--- config.mk ---
export PLATFORM = sky130hd
export DESIGN_NAME = gbn_queue
export DESIGN_NICKNAME = d
export VERILOG_FILES = /design/src/hw/rtl/gbn_pkg.sv /design/src/hw/rtl/gbn_queue.sv
export SDC_FILE = /design/constraint.sdc
export NUM_CORES = 1
export LEC_CHECK = 0
export BUFFER_PORTS_ARGS = -buffer_cell sky130_fd_sc_hd__buf_2
export CAP_MARGIN = 0
export CORE_MARGIN = 1
export CORE_UTILIZATION = 46
export CTS_BUF_LIST = sky130_fd_sc_hd__clkbuf_16
export DETAILED_ROUTE_END_ITERATION = 10
export GPL_ROUTABILITY_DRIVEN = 1
export GPL_TIMING_DRIVEN = 0
export MAX_ROUTING_LAYER = met4
export PLACE_DENSITY = 0.69
export SYNTH_ARGS = -nofsm -noshare
export SYNTH_HDL_FRONTEND = slang
export SYNTH_SLANG_ARGS = --single-unit
--- constraint.sdc ---
create_clock -name clk -period 5.3 [get_ports clk]
set_input_delay 1.06 -clock clk [delete_from_list [all_inputs] [get_ports clk]]
set_output_delay 1.06 -clock clk [all_outputs]
set_load 0.01 [all_outputs]
--- src/hw/rtl/gbn_pkg.sv ---
// gbn_pkg: shared types and constants of the go-back-n sender
// no dependencies; imported by the interfaces and every rtl module
`default_nettype none

package gbn_pkg;

	// input item kinds
	localparam logic [1:0] KIND_SEND = 2'd0;
	localparam logic [1:0] KIND_ACK  = 2'd1;
	localparam logic [1:0] KIND_TICK = 2'd2;
	localparam logic [1:0] KIND_NONE = 2'd3;

	// result kinds
	localparam logic [2:0] RK_SENT    = 3'd0;
	localparam logic [2:0] RK_RESENT  = 3'd1;
	localparam logic [2:0] RK_ACK_OK  = 3'd2;
	localparam logic [2:0] RK_ACK_BAD = 3'd3;
	localparam logic [2:0] RK_REFUSED = 3'd4;

	// configuration register indexes
	localparam int unsigned CFG_IDX_W = 1;
	localparam logic [CFG_IDX_W-1:0] CFG_WINDOW  = 1'd0;
	localparam logic [CFG_IDX_W-1:0] CFG_TIMEOUT = 1'd1;

	localparam logic [4:0]  WINDOW_RESET  = 5'd8;
	localparam logic [31:0] TIMEOUT_RESET = 32'd1000;

	// most resent segments per timeout
	localparam int unsigned RESULT_CAP = 16;

	// command queue between front and back
	localparam int unsigned QUEUE_DEPTH = 2;

	// width of the status count, enough for the largest window
	localparam int unsigned STAT_CNT_W = 7;

	typedef enum logic [1:0] {
		OP_SEND,
		OP_ACK,
		OP_TICK
	} gbn_op_t;

	typedef struct packed {
		gbn_op_t     op;
		logic [31:0] payload;
		logic [31:0] ack_number;
		logic        ack_check_ok;
	} gbn_cmd_t;

	typedef enum logic [1:0] {
		BK_IDLE,
		BK_READ,
		BK_EMIT
	} gbn_back_state_t;

	typedef struct packed {
		logic [STAT_CNT_W-1:0] count;
		logic                  resending;
	} gbn_status_t;

endpackage

`default_nettype wire

--- src/hw/rtl/gbn_queue.sv ---
// gbn_queue: short command fifo between front and back
// depends on gbn_pkg
`default_nettype none

module gbn_queue
	import gbn_pkg::*;
(
	input  wire logic clk,
	input  wire logic arst_n,
	input  gbn_cmd_t  push_cmd,
	input  wire logic push_valid,
	output logic      push_ready,
	output gbn_cmd_t  pop_cmd,
	output logic      pop_valid,
	input  wire logic pop
);

	localparam int unsigned PW = (QUEUE_DEPTH > 1) ? $clog2(QUEUE_DEPTH) : 1;
	localparam int unsigned FW = $clog2(QUEUE_DEPTH + 1);

	gbn_cmd_t        slots_q [QUEUE_DEPTH];
	logic [PW-1:0]   wr_ptr_q;
	logic [PW-1:0]   rd_ptr_q;
	logic [FW-1:0]   fill_q;
	logic            do_push;
	logic            do_pop;

	assign push_ready = fill_q != FW'(QUEUE_DEPTH);
	assign pop_valid  = fill_q != '0;
	assign pop_cmd    = slots_q[rd_ptr_q];
	assign do_push    = push_valid && push_ready;
	assign do_pop     = pop && pop_valid;

	function automatic logic [PW-1:0] bump(input logic [PW-1:0] p);
		bump = (p == PW'(QUEUE_DEPTH - 1)) ? '0 : p + PW'(1);
	endfunction

	always_ff @(posedge clk or negedge arst_n) begin
		if (!arst_n) begin
			wr_ptr_q <= '0;
			rd_ptr_q <= '0;
			fill_q   <= '0;
		end else begin
			if (do_push) wr_ptr_q <= bump(wr_ptr_q);
			if (do_pop)  rd_ptr_q <= bump(rd_ptr_q);
			if (do_push && !do_pop)      fill_q <= fill_q + FW'(1);
			else if (do_pop && !do_push) fill_q <= fill_q - FW'(1);
		end
	end

	always_ff @(posedge clk) begin
		if (do_push) slots_q[wr_ptr_q] <= push_cmd;
	end

endmodule

`default_nettype wire

==> run_results.csv, run 1 <==
group,metric,value,unit
drt,ant_nets,0,
clock_network,clkSinkCount,138,
setup_path,r2r.worst_path.cells,3,
drt,post_drt_wl_per_cell,15.5,µm
sta,worst_slew_pin_slew,465,ps
drt,routed_wl,8410,µm
synthesis,syn_inst,227,
grt,grt.overflow.total,0,
placement,gp_congestion,0.665,
synthesis,synthTopCellsByCount,"edfxtp_1, mux2_2, mux2_4, buf_2, dfrtp_1",
grt,grt_max_degree,37,
clock_network,clock-root-buffer,"clkbuf_16",
sta,finalSetupViolCount,0,
pwr,intPower,2.74,mW
grt,track_usage,15.5,%
die,die_w,108,µm
sta,layout_worst_path_cycle_share,51.0,%
status,status,"finished clean",
synthesis,ys_types,16,
pwr,leakagePower,2.58,nW
die,initial_core_util,47.2,%
synthesis,syn-cell-area,5120,µm²
cells_and_area,layout-drive-gt1-share,62.6,%
die,rows,38,
die,core-area,10800,µm²
cells_and_area,multi_input_area,932,µm²
drt,first_pass_iters,4,
sta,setup_tns,0,ps
drt,drt_iter0_drc,96,
setup_path,cp.arrival,1640,ps
clock_network,ctsHoldBuffers,0,
die,dieArea,11600,µm²
setup_path,cp.required,4240,ps
synthesis,yosysMostFrequentCell,"edfxtp_1",
setup_path,regToRegStartpoint,"fill_q[0]",
synthesis,yosys_warnings,0,
synthesis,synth-edff-count,134,
cells_and_area,syn_to_final_growth,29.7,%
grt,grt_pass1_wl,12700,µm
drt,drcViolationCount,0,
pwr,pwr-share-clk,29.6,%
sta,skew,5.72,ps
clock_network,ctsLongestPathBuffers,2,
setup_path,r2r_setup_slack,3570,ps
clock_network,clock_latency,400,ps
sta,max_freq,370,MHz
pwr,p_comb_share,29.6,%
pwr,ir_drop,0.000384,V
setup_path,end_kind,"output pin",
synthesis,synth_fp_nets,299,
cells_and_area,finish.utilization,61.3,%
placement,place_hpwl,5590,µm
synthesis,ys_seq_area_share,80.5,%
setup_path,r2r_end,"slots_q[1][22]",
pwr,p_per_area,573,nW/µm²
synthesis,ys_async_sr_fraction,2.90,%
die,pin_count,140,
cells_and_area,fillers,822,
placement,place_ws,3000,ps
sta,whs,451,ps
cells_and_area,antennaDiodeCount,0,
min_path,min_path_type,"input pin to asynchronous set/reset pin",
clock_network,numCtsBuffers,17,
drt,via_count,2553,
cells_and_area,fin_nets,460,
sta,slew_viol_final,0,
clock_network,postCtsSetupBuffers,0,
grt,grt_pass1_vias,2623,
pwr,p_sw,1.06,mW
sta,hold_violations,0,
synthesis,synth_flop_cell,"edfxtp_1",
clock_network,cts_tree,"yes",
clock_network,clk_pin_slew,60,ps
clock_network,cts_max_level,4,
cells_and_area,seq_area,4120,µm²
setup_path,startpoint_type,"flip-flop",
drt,vias_per_cell,4.72,
clock_network,post_cts_resize_count,0,
setup_path,crit_type,"flip-flop to output pin",
sta,rsz0062_at_grt,"no",
sta,fin_crit,2700,ps
die,dieHeight,108,µm
placement,portBuffers,139,
job,cap_viol_max_count,0,
pwr,seqPwrFrac,40.8,%
synthesis,synth_top_area_share,78.6,%
synthesis,yosys-top-cells-area,"edfxtp_1, mux2_2, mux2_4",
sta,fin_ws,2600,ps
synthesis,synth-seq-cells,138,
setup_path,worstPathMaxFanout,10,
synthesis,synth.avg_cell_area,22.6,µm²
pwr,switching_share,28.0,%
synthesis,yosys.area.top_type,"edfxtp_1",
grt,antenna_found_initial,0,
sta,relSlewSlack,69.0,%
## power groups by stage
| stage | sequential (mW) | clock, mW | combinational, mW |
|---|---|---|---|
| floorplan | 1.58 | 0 | 0.743 |
| finish | 1.55 | 1.13 | 1.13 |
| CTS | 1.55 | 1.15 | 1.16 |
| global placement | 1.60 | 0 | 1.10 |
| detailed placement | 1.58 | 0 | 1.15 |
| global route | 1.57 | 1.20 | 1.22 |
## metal layers
metal  up-vias  track usage [%]  share of wire (%)
li1       1216                -                  -
met1      1240             16.9                 41
met2        87             25.3                 52
met3        10             5.21                5.4
met4         0             8.02                1.5
met5         -                -                  0
## cell type report
cell class | count | area share (%)
buffer | 8 | 1.09
clock buffer | 17 | 6.41
clock inverter | 15 | 2.30
inverter | 1 | 0.0565
multi-input combinational | 80 | 14.0
sequential | 138 | 62.1
tap | 140 | 2.64
timing repair buffer | 142 | 11.4
## worst max-delay path by stage
stage | end | from
after floorplan | slots_q[0][0] | push_valid
after global placement | slots_q[0][18] | push_valid
after detailed placement | pop_cmd[24] | rd_ptr_q
after CTS | pop_cmd[24] | rd_ptr_q
after global routing | pop_cmd[45] | rd_ptr_q
final | pop_cmd[25] | rd_ptr_q
## worst max-delay path, cell delays in order, from the launching register on
cell and delay [ps]:
dfrtp_1 370, buf_6 130, buf_6 140, buf_8 160, mux2_4 300, buf_2 140
## sequential cells by signal (all words and copies together) (netlist names)
register and cells:
fill_q 2, rd_ptr_q 1, wr_ptr_q 1, slots_q 134
## logic make-up after synthesis
group,after synthesis,synth area share [%]
xor gates and xnor gates,5,0.855
adders and majority gates,1,0.244
buffers and inverters,9,1.49
DFF,138,80.5
muxes,67,16.2
and+or+nand+nor,7,0.660
## placed cells by master (no fill, tap or decap), types with 2 or more instances in the layout
master / count
buf_2: 143
edfxtp_1: 134
mux2_2: 47
mux2_4: 20
clkbuf_16: 17
clkinvlp_4: 4
dfrtp_1: 4
xnor2_1: 3
clkinv_2: 3
clkinv_4: 3
buf_12: 3
buf_6: 2
buf_8: 2
nand2_1: 2
inv_1: 2
xor2_1: 2
bufinv_16: 2
inv_6: 2
## per-stage QoR
| step | area (µm²) | power [mW] | cells |
|---|---|---|---|
| 2_1_floorplan | 5120 | 2.32 | 227 |
| 4_1_cts | 6640 | 3.86 | 541 |
| 3_3_place_gp | 5990 | 2.70 | 506 |
| 3_5_place_dp | 6060 | 2.73 | 509 |
| 6_report | 6640 | 3.81 | 541 |
| 5_1_grt | 6640 | 3.99 | 541 |
(Power assumes the default switching activity.)
==> run 2: changes to the inputs <==
Clock period 5.3 ns to 2.5 ns, I/O delays scaled along.
==> run_results.csv, run 2 (same netlist as run 1, synthesis figures left out) <==
group,metric,value,unit
placement,portBuffers,139,
cells_and_area,syn_to_final_growth,30.8,%
die,die_w,108,µm
setup_path,cp.arrival,1650,ps
setup_path,worstPathMaxFanout,10,
setup_path,crit_type,"flip-flop to output pin",
drt,drcViolationCount,0,
min_path,holdPathEnd,"slots_q[1][13]",
setup_path,r2r_end,"slots_q[0][55]",
cells_and_area,final_common_cell,"buf_2",
placement,place_ws,549,ps
grt,grt_pass1_vias,2695,
clock_network,numCtsBuffers,17,
drt,routed_wl,8430,µm
clock_network,clock-root-buffer,"clkbuf_16",
sta,finalSetupViolCount,0,
cells_and_area,largest_register,"slots_q",
clock_network,cts_max_level,4,
setup_path,regToRegStartpoint,"fill_q[0]",
grt,track_usage,15.8,%
setup_path,r2r.worst_path.cells,5,
drt,vias_per_cell,4.73,
die,rows,38,
grt,grt.overflow.total,0,
min_path,min_path_type,"input pin to flip-flop",
clock_network,post_cts_resize_count,0,
grt,grt_pass1_wl,12700,µm
cells_and_area,layout-drive-gt1-share,62.7,%
status,status,"finished clean",
setup_path,end_kind,"output pin",
setup_path,startpoint_type,"flip-flop",
min_path,whs_path_depth,1,
setup_path,cp.required,2000,ps
drt,drt_iter0_drc,91,
placement,place_hpwl,5590,µm
setup_path,r2r_setup_slack,560,ps
job,cap_viol_max_count,0,
pwr,power.total,8.25,mW
cells_and_area,fin_nets,461,
min_path,hold_start,"push_cmd[13]",
die,initial_core_util,47.2,%
sta,max_freq,465,MHz
sta,layout_worst_path_cycle_share,86.0,%
drt,ant_nets,0,
sta,skew,11.7,ps
die,dieArea,11600,µm²
drt,post_drt_wl_per_cell,15.6,µm
placement,gp_congestion,0.701,
drt,first_pass_iters,4,
clock_network,cts_tree,"yes",
clock_network,clock_latency,410,ps
cells_and_area,antennaDiodeCount,0,
clock_network,clkSinkCount,138,
sta,fin_ws,350,ps
pwr,ir_drop,0.000769,V
cells_and_area,largest_register_ff_count,134,
drt,via_count,2565,
clock_network,clk_pin_slew,60,ps
pwr,leakagePower,2.60,nW
die,core-area,10800,µm²
cells_and_area,reg_top3,"slots_q (134), fill_q (2)",
sta,slew_viol_final,0,
die,dieHeight,108,µm
pwr,p_per_area,1230,nW/µm²
grt,grt_max_degree,57,
sta,worst_slew_pin_slew,455,ps
sta,hold_violations,0,
sta,relSlewSlack,69.6,%
grt,antenna_found_initial,0,
sta,fin_crit,2150,ps
sta,rsz0062_at_grt,"no",
cells_and_area,most-common-layout-cells,"buf_2, edfxtp_1, mux2_2, mux2_4, clkbuf_16",
clock_network,postCtsSetupBuffers,0,
die,pin_count,140,
clock_network,ctsLongestPathBuffers,2,
setup_path,crit_start,"rd_ptr_q",
-- run 2: cell types whose count changed in the layout (fill, tap and decap cells not counted), sizes merged --
cell / before / now
clkinv: 6 / 3
dlygate4sd3: 0 / 1
inv: 4 / 6
bufinv: 2 / 3
-- run 2: cell type report --
cell class              instances  area [µm²]
flip-flops and latches        138        4120
plain buffers                   8        72.6
multi-input cells              80         932
repair buffers                143         773
inverters                       1        3.75
fillers                       805        4150
well taps                     140         175
clock inverters                15         189
clock buffers                  17         425
-- run 2: repair_timing --
action                                 4_1_cts  5_1_grt
hold buffers                                 1        0
setup endpoints to repair                    0        0
endpoints found under the hold margin        4        0
-- run 2: worst max path at each step --
stage	slack (ps)	end	cells after the start
after floorplan	360	slots_q[0][0]	3
after global placement	-180	slots_q[0][24]	3
after detailed placement	550	slots_q[0][19]	5
after CTS	310	pop_cmd[25]	5
after global routing	270	pop_cmd[24]	5
final	350	pop_cmd[21]	5
-- run 2: power by group --
part | internal [mW] | total, mW | switching (mW) | leakage (nW)
logic | 1.20 | 2.40 | 1.21 | 1.02
clock network | 1.59 | 2.56 | 0.972 | 0.289
registers | 3.16 | 3.29 | 0.128 | 1.29
total | 5.94 | 8.25 | 2.31 | 2.60
-- run 2: metal layers --
layer | up-vias | global-route usage [%] | part of all wire, %
met4 | 0 | 7.93 | 0.83
met5 | - | - | 0
li1 | 1226 | - | -
met3 | 5 | 5.39 | 6.0
met2 | 85 | 25.7 | 53
met1 | 1249 | 17.2 | 40
-- run 2: critical path, cell delays in order, from the launching register on --
cell and delay [ps]:
dfrtp_1 370, buf_6 130, buf_6 150, buf_8 160, mux2_4 300, buf_2 140
-- run 2: stage by stage --
step / TNS, ps / util, % / cell area, µm² / hold WS, ps / instances
after floorplan: 0 / - / 5130 / 204 / 227
after global placement: -11930 / 55.3 / 6000 / 309 / 506
after detailed placement: 0 / 56.0 / 6070 / 315 / 509
after CTS: 0 / 61.8 / 6700 / 254 / 542
after global routing: 0 / 61.8 / 6700 / 251 / 542
final: 0 / 61.8 / 6700 / 279 / 542
